<file path="src/hw/rtl/uvst_pkg.sv">
// Shared types and codes for the unique value set table.
// Used by the engine, the top level and the checker.
`timescale 1ns / 1ps

package uvst_pkg;

  localparam logic [1:0] KIND_SEARCH = 2'd0;
  localparam logic [1:0] KIND_INSERT = 2'd1;
  localparam logic [1:0] KIND_DELETE = 2'd2;

  localparam logic [1:0] ST_OK      = 2'd0;
  localparam logic [1:0] ST_ABSENT  = 2'd1;
  localparam logic [1:0] ST_PRESENT = 2'd2;
  localparam logic [1:0] ST_FULL    = 2'd3;

  localparam int VALUE_W = 32;
  localparam int OUT_W   = 7;

  typedef struct packed {
    logic [1:0]       status;
    logic [OUT_W-1:0] position;
    logic [OUT_W-1:0] entry_count;
  } res_t;

endpackage

</file>
<file path="src/hw/rtl/uvst_ram.sv">
// Generic single-write, single-read RAM with registered read data.
// No dependencies.
`timescale 1ns / 1ps

module uvst_ram #(
  parameter int WIDTH = 32,
  parameter int DEPTH = 64
) (
  input  logic                     clk,
  input  logic                     we,
  input  logic [$clog2(DEPTH)-1:0] waddr,
  input  logic [WIDTH-1:0]         wdata,
  input  logic [$clog2(DEPTH)-1:0] raddr,
  output logic [WIDTH-1:0]         rdata
);

  logic [WIDTH-1:0] mem [DEPTH];

  always_ff @(posedge clk) begin
    if (we) begin
      mem[waddr] <= wdata;
    end
    rdata <= mem[raddr];
  end

endmodule

</file>
<file path="src/hw/rtl/uvst_engine.sv">
// Request sequencer: scans the entry RAM, appends, and compacts on delete.
// Depends on uvst_pkg and uvst_ram.
`timescale 1ns / 1ps

module uvst_engine
  import uvst_pkg::*;
#(
  parameter int CAPACITY = 64
) (
  input  logic               clk,
  input  logic               rst,
  input  logic               req_valid,
  output logic               req_ready,
  input  logic [1:0]         req_kind,
  input  logic [VALUE_W-1:0] req_value,
  output logic               res_valid,
  input  logic               res_ready,
  output res_t               res
);

  localparam int AW = $clog2(CAPACITY);
  localparam int CW = $clog2(CAPACITY + 1);

  localparam logic [2:0] S_IDLE    = 3'd0;
  localparam logic [2:0] S_SCAN    = 3'd1;
  localparam logic [2:0] S_RESOLVE = 3'd2;
  localparam logic [2:0] S_SHIFT   = 3'd3;
  localparam logic [2:0] S_DONE    = 3'd4;

  logic [2:0]         state;
  logic [1:0]         kind;
  logic [VALUE_W-1:0] value;
  logic [AW-1:0]      ridx;
  logic [AW-1:0]      slot;
  logic               hit;
  logic [CW-1:0]      count;

  logic               we;
  logic [AW-1:0]      waddr;
  logic [VALUE_W-1:0] wdata;
  logic [AW-1:0]      raddr;
  logic [VALUE_W-1:0] rdata;

  uvst_ram #(.WIDTH(VALUE_W), .DEPTH(CAPACITY)) u_ram (
    .clk   (clk),
    .we    (we),
    .waddr (waddr),
    .wdata (wdata),
    .raddr (raddr),
    .rdata (rdata)
  );

  assign req_ready = (state == S_IDLE);
  assign res_valid = (state == S_DONE);

  always_comb begin
    we    = 1'b0;
    waddr = count[AW-1:0];
    wdata = value;
    raddr = '0;
    case (state)
      S_SCAN: begin
        raddr = ridx + AW'(1);
      end
      S_RESOLVE: begin
        raddr = slot + AW'(1);
        if (kind == KIND_INSERT && !hit && count < CW'(CAPACITY)) begin
          we = 1'b1;
        end
      end
      S_SHIFT: begin
        we    = 1'b1;
        waddr = ridx;
        wdata = rdata;
        raddr = ridx + AW'(2);
      end
      default: begin
      end
    endcase
  end

  always_ff @(posedge clk) begin
    if (rst) begin
      state <= S_IDLE;
      count <= '0;
    end else begin
      case (state)
        S_IDLE: begin
          if (req_valid) begin
            kind  <= req_kind;
            value <= req_value;
            ridx  <= '0;
            hit   <= 1'b0;
            state <= (count == '0) ? S_RESOLVE : S_SCAN;
          end
        end
        S_SCAN: begin
          if (rdata == value) begin
            hit   <= 1'b1;
            slot  <= ridx;
            state <= S_RESOLVE;
          end else if (CW'(ridx) + CW'(1) == count) begin
            state <= S_RESOLVE;
          end else begin
            ridx <= ridx + AW'(1);
          end
        end
        S_RESOLVE: begin
          case (kind)
            KIND_INSERT: begin
              if (hit) begin
                res.status      <= ST_PRESENT;
                res.position    <= OUT_W'(slot) + OUT_W'(1);
                res.entry_count <= OUT_W'(count);
              end else if (count >= CW'(CAPACITY)) begin
                res.status      <= ST_FULL;
                res.position    <= '0;
                res.entry_count <= OUT_W'(count);
              end else begin
                res.status      <= ST_OK;
                res.position    <= OUT_W'(count) + OUT_W'(1);
                res.entry_count <= OUT_W'(count) + OUT_W'(1);
                count           <= count + CW'(1);
              end
              state <= S_DONE;
            end
            KIND_DELETE: begin
              if (hit) begin
                res.status   <= ST_OK;
                res.position <= OUT_W'(slot) + OUT_W'(1);
                if (CW'(slot) + CW'(1) < count) begin
                  ridx  <= slot;
                  state <= S_SHIFT;
                end else begin
                  res.entry_count <= OUT_W'(count) - OUT_W'(1);
                  count           <= count - CW'(1);
                  state           <= S_DONE;
                end
              end else begin
                res.status      <= ST_ABSENT;
                res.position    <= '0;
                res.entry_count <= OUT_W'(count);
                state           <= S_DONE;
              end
            end
            default: begin
              res.status      <= hit ? ST_OK : ST_ABSENT;
              res.position    <= hit ? OUT_W'(slot) + OUT_W'(1) : '0;
              res.entry_count <= OUT_W'(count);
              state           <= S_DONE;
            end
          endcase
        end
        S_SHIFT: begin
          if (CW'(ridx) + CW'(2) == count) begin
            res.entry_count <= OUT_W'(count) - OUT_W'(1);
            count           <= count - CW'(1);
            state           <= S_DONE;
          end else begin
            ridx <= ridx + AW'(1);
          end
        end
        S_DONE: begin
          if (res_ready) begin
            state <= S_IDLE;
          end
        end
        default: begin
          state <= S_IDLE;
        end
      endcase
    end
  end

endmodule

</file>
<file path="src/hw/rtl/unique_value_set_table.sv">
// Top level of the unique value set table: stream ports and result register.
// Depends on uvst_pkg and uvst_engine.
//
// A set of distinct 32-bit values held in insertion order in a single-port-read
// RAM of CAPACITY words. One request word is taken at a time. A search or insert
// of an absent value compares every stored entry, since the scan reads the entry
// RAM one word a cycle; a hit ends the scan early. A delete that hits then moves
// each entry above the match down through the same read port. The RAM needs no
// clearing after reset; only entries below the count are ever used. A result
// waits in an output register so the next request can be taken while it is
// pending.
`timescale 1ns / 1ps

module unique_value_set_table
  import uvst_pkg::*;
#(
  parameter int CAPACITY = 64
) (
  input  logic        clk,
  input  logic        rst,
  input  logic        s_tvalid,
  output logic        s_tready,
  input  logic [31:0] s_tdata,  // value (signed)
  input  logic [1:0]  s_tuser,  // kind
  output logic        m_tvalid,
  input  logic        m_tready,
  output logic [15:0] m_tdata,  // position[6:0], entry_count[13:7], zero pad
  output logic [1:0]  m_tuser   // status
);

  logic res_valid;
  logic res_take;
  res_t res;
  res_t out_res;

  uvst_engine #(.CAPACITY(CAPACITY)) u_engine (
    .clk       (clk),
    .rst       (rst),
    .req_valid (s_tvalid),
    .req_ready (s_tready),
    .req_kind  (s_tuser),
    .req_value (s_tdata),
    .res_valid (res_valid),
    .res_ready (res_take),
    .res       (res)
  );

  assign res_take = res_valid && (!m_tvalid || m_tready);

  always_ff @(posedge clk) begin
    if (rst) begin
      m_tvalid <= 1'b0;
    end else if (res_take) begin
      m_tvalid <= 1'b1;
    end else if (m_tready) begin
      m_tvalid <= 1'b0;
    end
  end

  always_ff @(posedge clk) begin
    if (res_take) begin
      out_res <= res;
    end
  end

  assign m_tdata = {2'b00, out_res.entry_count, out_res.position};
  assign m_tuser = out_res.status;

endmodule

</file>
<file path="config.mk">
export PLATFORM = sky130hd
export DESIGN_NAME = unique_value_set_table
export DESIGN_NICKNAME = d
export VERILOG_FILES = /design/src/hw/rtl/uvst_pkg.sv /design/src/hw/rtl/uvst_ram.sv /design/src/hw/rtl/uvst_engine.sv /design/src/hw/rtl/unique_value_set_table.sv
export SDC_FILE = /design/constraint.sdc
export NUM_CORES = 2
export LEC_CHECK = 0
export BUFFER_PORTS_ARGS = -buffer_cell sky130_fd_sc_hd__buf_2
export CAP_MARGIN = 15
export CORE_MARGIN = 4
export CORE_UTILIZATION = 40
export CTS_BUF_LIST = sky130_fd_sc_hd__clkbuf_4
export DETAILED_ROUTE_END_ITERATION = 8
export HOLD_SLACK_MARGIN = 0.08
export MAX_ROUTING_LAYER = met4
export PLACE_DENSITY = 0.58
export SYNTH_ARGS = -nofsm -noshare
export SYNTH_HDL_FRONTEND = slang
export SYNTH_SLANG_ARGS = --single-unit
</file>
<file path="constraint.sdc">
create_clock -name clk -period 9.2 [get_ports clk]
set_input_delay 1.38 -clock clk [delete_from_list [all_inputs] [get_ports clk]]
set_output_delay 1.38 -clock clk [all_outputs]
set_load 0.02 [all_outputs]
</file>
==> results.cfg <==
[outcome]
outcome = complete, no violations

[clock_network]
cts.sinks = 2170
cts_buffer_depth = 4
root_buffer = clkbuf_4
cts-resized-gates = 0
insertion_delay_ns = 1.36
postCtsSetupBuffers = 0
cts_tree = yes
cts_buffers = 571
clk_pin_slew_ns = 0.07
h-tree-depth = 6
cts_hold_buf = 27

[timing]
setup-tns-final_ns = 0
worst-slew-pin-transition_ns = 1.20
slew_violations = 0
relSlewSlack_pct = 20.2
skew_ns = 0.0803
layout_min_cycle_time_ns = 5.57
period_share_pct = 60.6
hold_violations = 0
finalSetupViolCount = 0
rsz0062_at_grt = no
fmax_mhz = 179
setup_ws_ns = 3.63

[layout]
seqCellArea_sq_um = 64700
nFillCells = 19100
multi_input_area_sq_um = 21900
final_nets = 5724
final_layout_size_suffix_gt1_share_pct = 23.3
area_delta_synth_final_pct = 13.0

[pwr]
cellLeakagePower_nw = 31.9
power_density_nw_per_um2 = 279
ir_drop_mv = 0.294
finalPower_mw = 27.9

[die]
die_w_um = 479
dieArea_sq_um = 229000
placementRows = 172
initial_core_util_pct = 40.3
die_h_um = 479
core-area_sq_um = 220000
io_pins = 58

[run]
drv_cap = 0

[setup_path]
r2r_start = u_engine.ridx[2]$_DFFE_PP_
endpoint_kind = flip-flop
critPathLaunchType = flip-flop
worst_path_largest_cell_delay_ns = 0.98
r2r_end = u_engine.u_ram.rdata[23]$_DFF_P_
ff2ff_setup_slack_ns = 3.63
crit_required_ns = 10.39
worst-r2r-cell-count = 8
crit_slowest_cell = buf_4
cp.arrival_ns = 6.76
crit_chain = ha_1, o21ai_1, mux2_8, a21o_4, buf_4, a211oi_1, o32ai_1, nor4_1
path_class = reg -> reg
crit_fanout = 97

[place]
hpwlAfterDp_um = 132000
portBuffers = 55
gp_congestion = 0.887
dp_slack_ns = 3.65

[synth]
syn_inst = 5234
syn_area_sq_um = 88600
yosys.area.top_type_share_pct = 72.0
dominantRegCellSynth = edfxtp_1
ys_seq_area_share_pct = 73.0
ys_async_sr_fraction_pct = 0
ys_warn_count = 0
synth_compound_area_share_pct = 8.38
synth_most_common_cell = edfxtp_1
yosysTopAreaCell = edfxtp_1
yosys-top-cells-count = edfxtp_1 (2127), a211oi_1 (642), mux2i_1 (613), inv_1 (207), clkbuf_1 (187)
synth_area_per_cell_sq_um = 16.9
ys_types = 67
synth_top_family_by_area = multiplexers
synth_area_leaders = edfxtp_1 (72%), mux2i_1 (6.9%), a211oi_1 (5.4%), mux4_2 (3.3%), dfxtp_1 (0.97%)
synth_mux_area_share_pct = 11.0
synth_edf_count = 2127
synth-simple-area-share_pct = 3.73
synth_xor_area_share_pct = 0.563
synthAdderAreaFrac_pct = 0.198
ys_ff_latch = 2170

[grt]
overflow = 0
antenna_found_initial = 10
grt_use_total_pct = 22.5
grt_pass1_vias = 50900
grt_max_degree = 167
grt_pass1_wl_um = 365000

[route]
wl_per_cell_um = 28.4
drc_errors = 0
via_per_inst = 5.73
drtIter0Drc = 5904
ant_nets = 0
wl_um = 255000
routed-via-count = 51600
firstDrtPassIters = 6

[hold_path]
hold_depth = 1
hold_class = in -> reg
hp-start = s_tdata[23]
min_to = u_engine.value[23]$_DFFE_PP_
worst max-delay path by stage:
stage	slack, ns	end	depth (start not counted)	startpoint
final	3.63	u_engine.u_ram.rdata[23]$_DFF_P_	8	u_engine.ridx[2]$_DFFE_PP_
after global routing	3.41	u_engine.u_ram.rdata[23]$_DFF_P_	8	u_engine.ridx[2]$_DFFE_PP_
after CTS	3.67	u_engine.u_ram.rdata[23]$_DFF_P_	8	u_engine.ridx[2]$_DFFE_PP_
after detailed placement	3.65	u_engine.u_ram.rdata[23]$_DFF_P_	8	u_engine.ridx[2]$_DFFE_PP_
after global placement	3.59	u_engine.u_ram.rdata[7]$_DFF_P_	10	u_engine.state[1]$_SDFFE_PP0P_
after floorplan	5.55	u_engine.kind[0]$_DFFE_PP_	3	rst
metrics by stage:
stage               util (%)  cells  cell area, sq um  hold WS [ns]
finish                  45.5   9001            100000         0.281
global route            45.5   9001            100000         0.144
CTS                     45.4   8989            100000        0.0882
detailed placement      42.1   8023             92700         0.405
global placement        42.1   8018             92600         0.401
floorplan                  -   5235             88700         0.400
final cells by class:
cell class / instances / area share (%)
antenna: 5 / 0.0125
clock buffer: 854 / 6.40
clock inverter: 85 / 0.596
inverter: 210 / 0.787
multi-input combinational: 2476 / 21.9
sequential: 2170 / 64.7
tap: 2958 / 3.70
timing repair buffer: 243 / 1.98
report_power, final:
part	internal, mW	total, mW	switching [mW]	leakage (nW)
sequential	11.6	11.8	0.267	19.5
combinational	2.62	7.80	5.18	8.14
clock	4.48	8.27	3.80	4.24
per-layer routing:
metal	part of all wire [%]	GRT usage, %
met5	0	-
met4	3.8	9.26
met3	8.6	4.86
met2	47	34.4
met1	41	29.4
cells by family after synthesis:
| group | count (synthesis) |
|---|---|
| flip-flops | 2170 |
| AO/OA/AOI/OAI | 981 |
| multiplexers | 807 |
| AND/OR/NAND/NOR | 615 |
| buffers and inverters | 589 |
| XOR/XNOR | 57 |
| adder cells (fa/ha/maj) | 14 |
| other | 1 |
worst max-delay path, delay by kind of cell (launching register included):
family	cells	cell delay (ns)
AOI/OAI and AO/OA	4	2.21
buffers and inverters	1	0.98
muxes	1	0.82
DFF	1	0.59
adders and majority gates	1	0.48
and+or+nand+nor	1	0.14
flip-flops by register name, summed over array words and instances, names as in the netlist:
name,count
u_engine.u_ram.rdata,32
u_engine.slot,6
u_engine.kind,2
u_engine.ridx,6
u_engine.res,16
u_engine.hit,1
m_tvalid,1
u_engine.value,32
u_engine.count,7
m_tdata,14
u_engine.u_ram.mem,2048
u_engine.state,3
m_tuser,2
placed cells by master (no fill, tap or decap), drive strengths merged, types with 13 or more instances in the layout:
cell type    synthesis  layout
o21ai               22      22
mux2                65      65
xnor2               52      52
mux4               128     128
dfxtp               43      43
a21oi               34      34
nor2               112     112
edfxtp            2127    2127
nor2b              134     134
o211ai              98      98
nand2b              18      18
nand3               29      29
dlygate4sd3          0      27
nand3b              99      99
clkinv               2      65
nor4                35      35
a211oi             643     643
mux2i              614     614
nand2              140     140
o31ai               13      13
buf                192     215
inv                208     220
ha                  14      14
o32ai               63      63
clkbuf             187     855
nor3                17      17
o2111ai             64      64
Note: power is estimated with default switching activity, not from simulation.
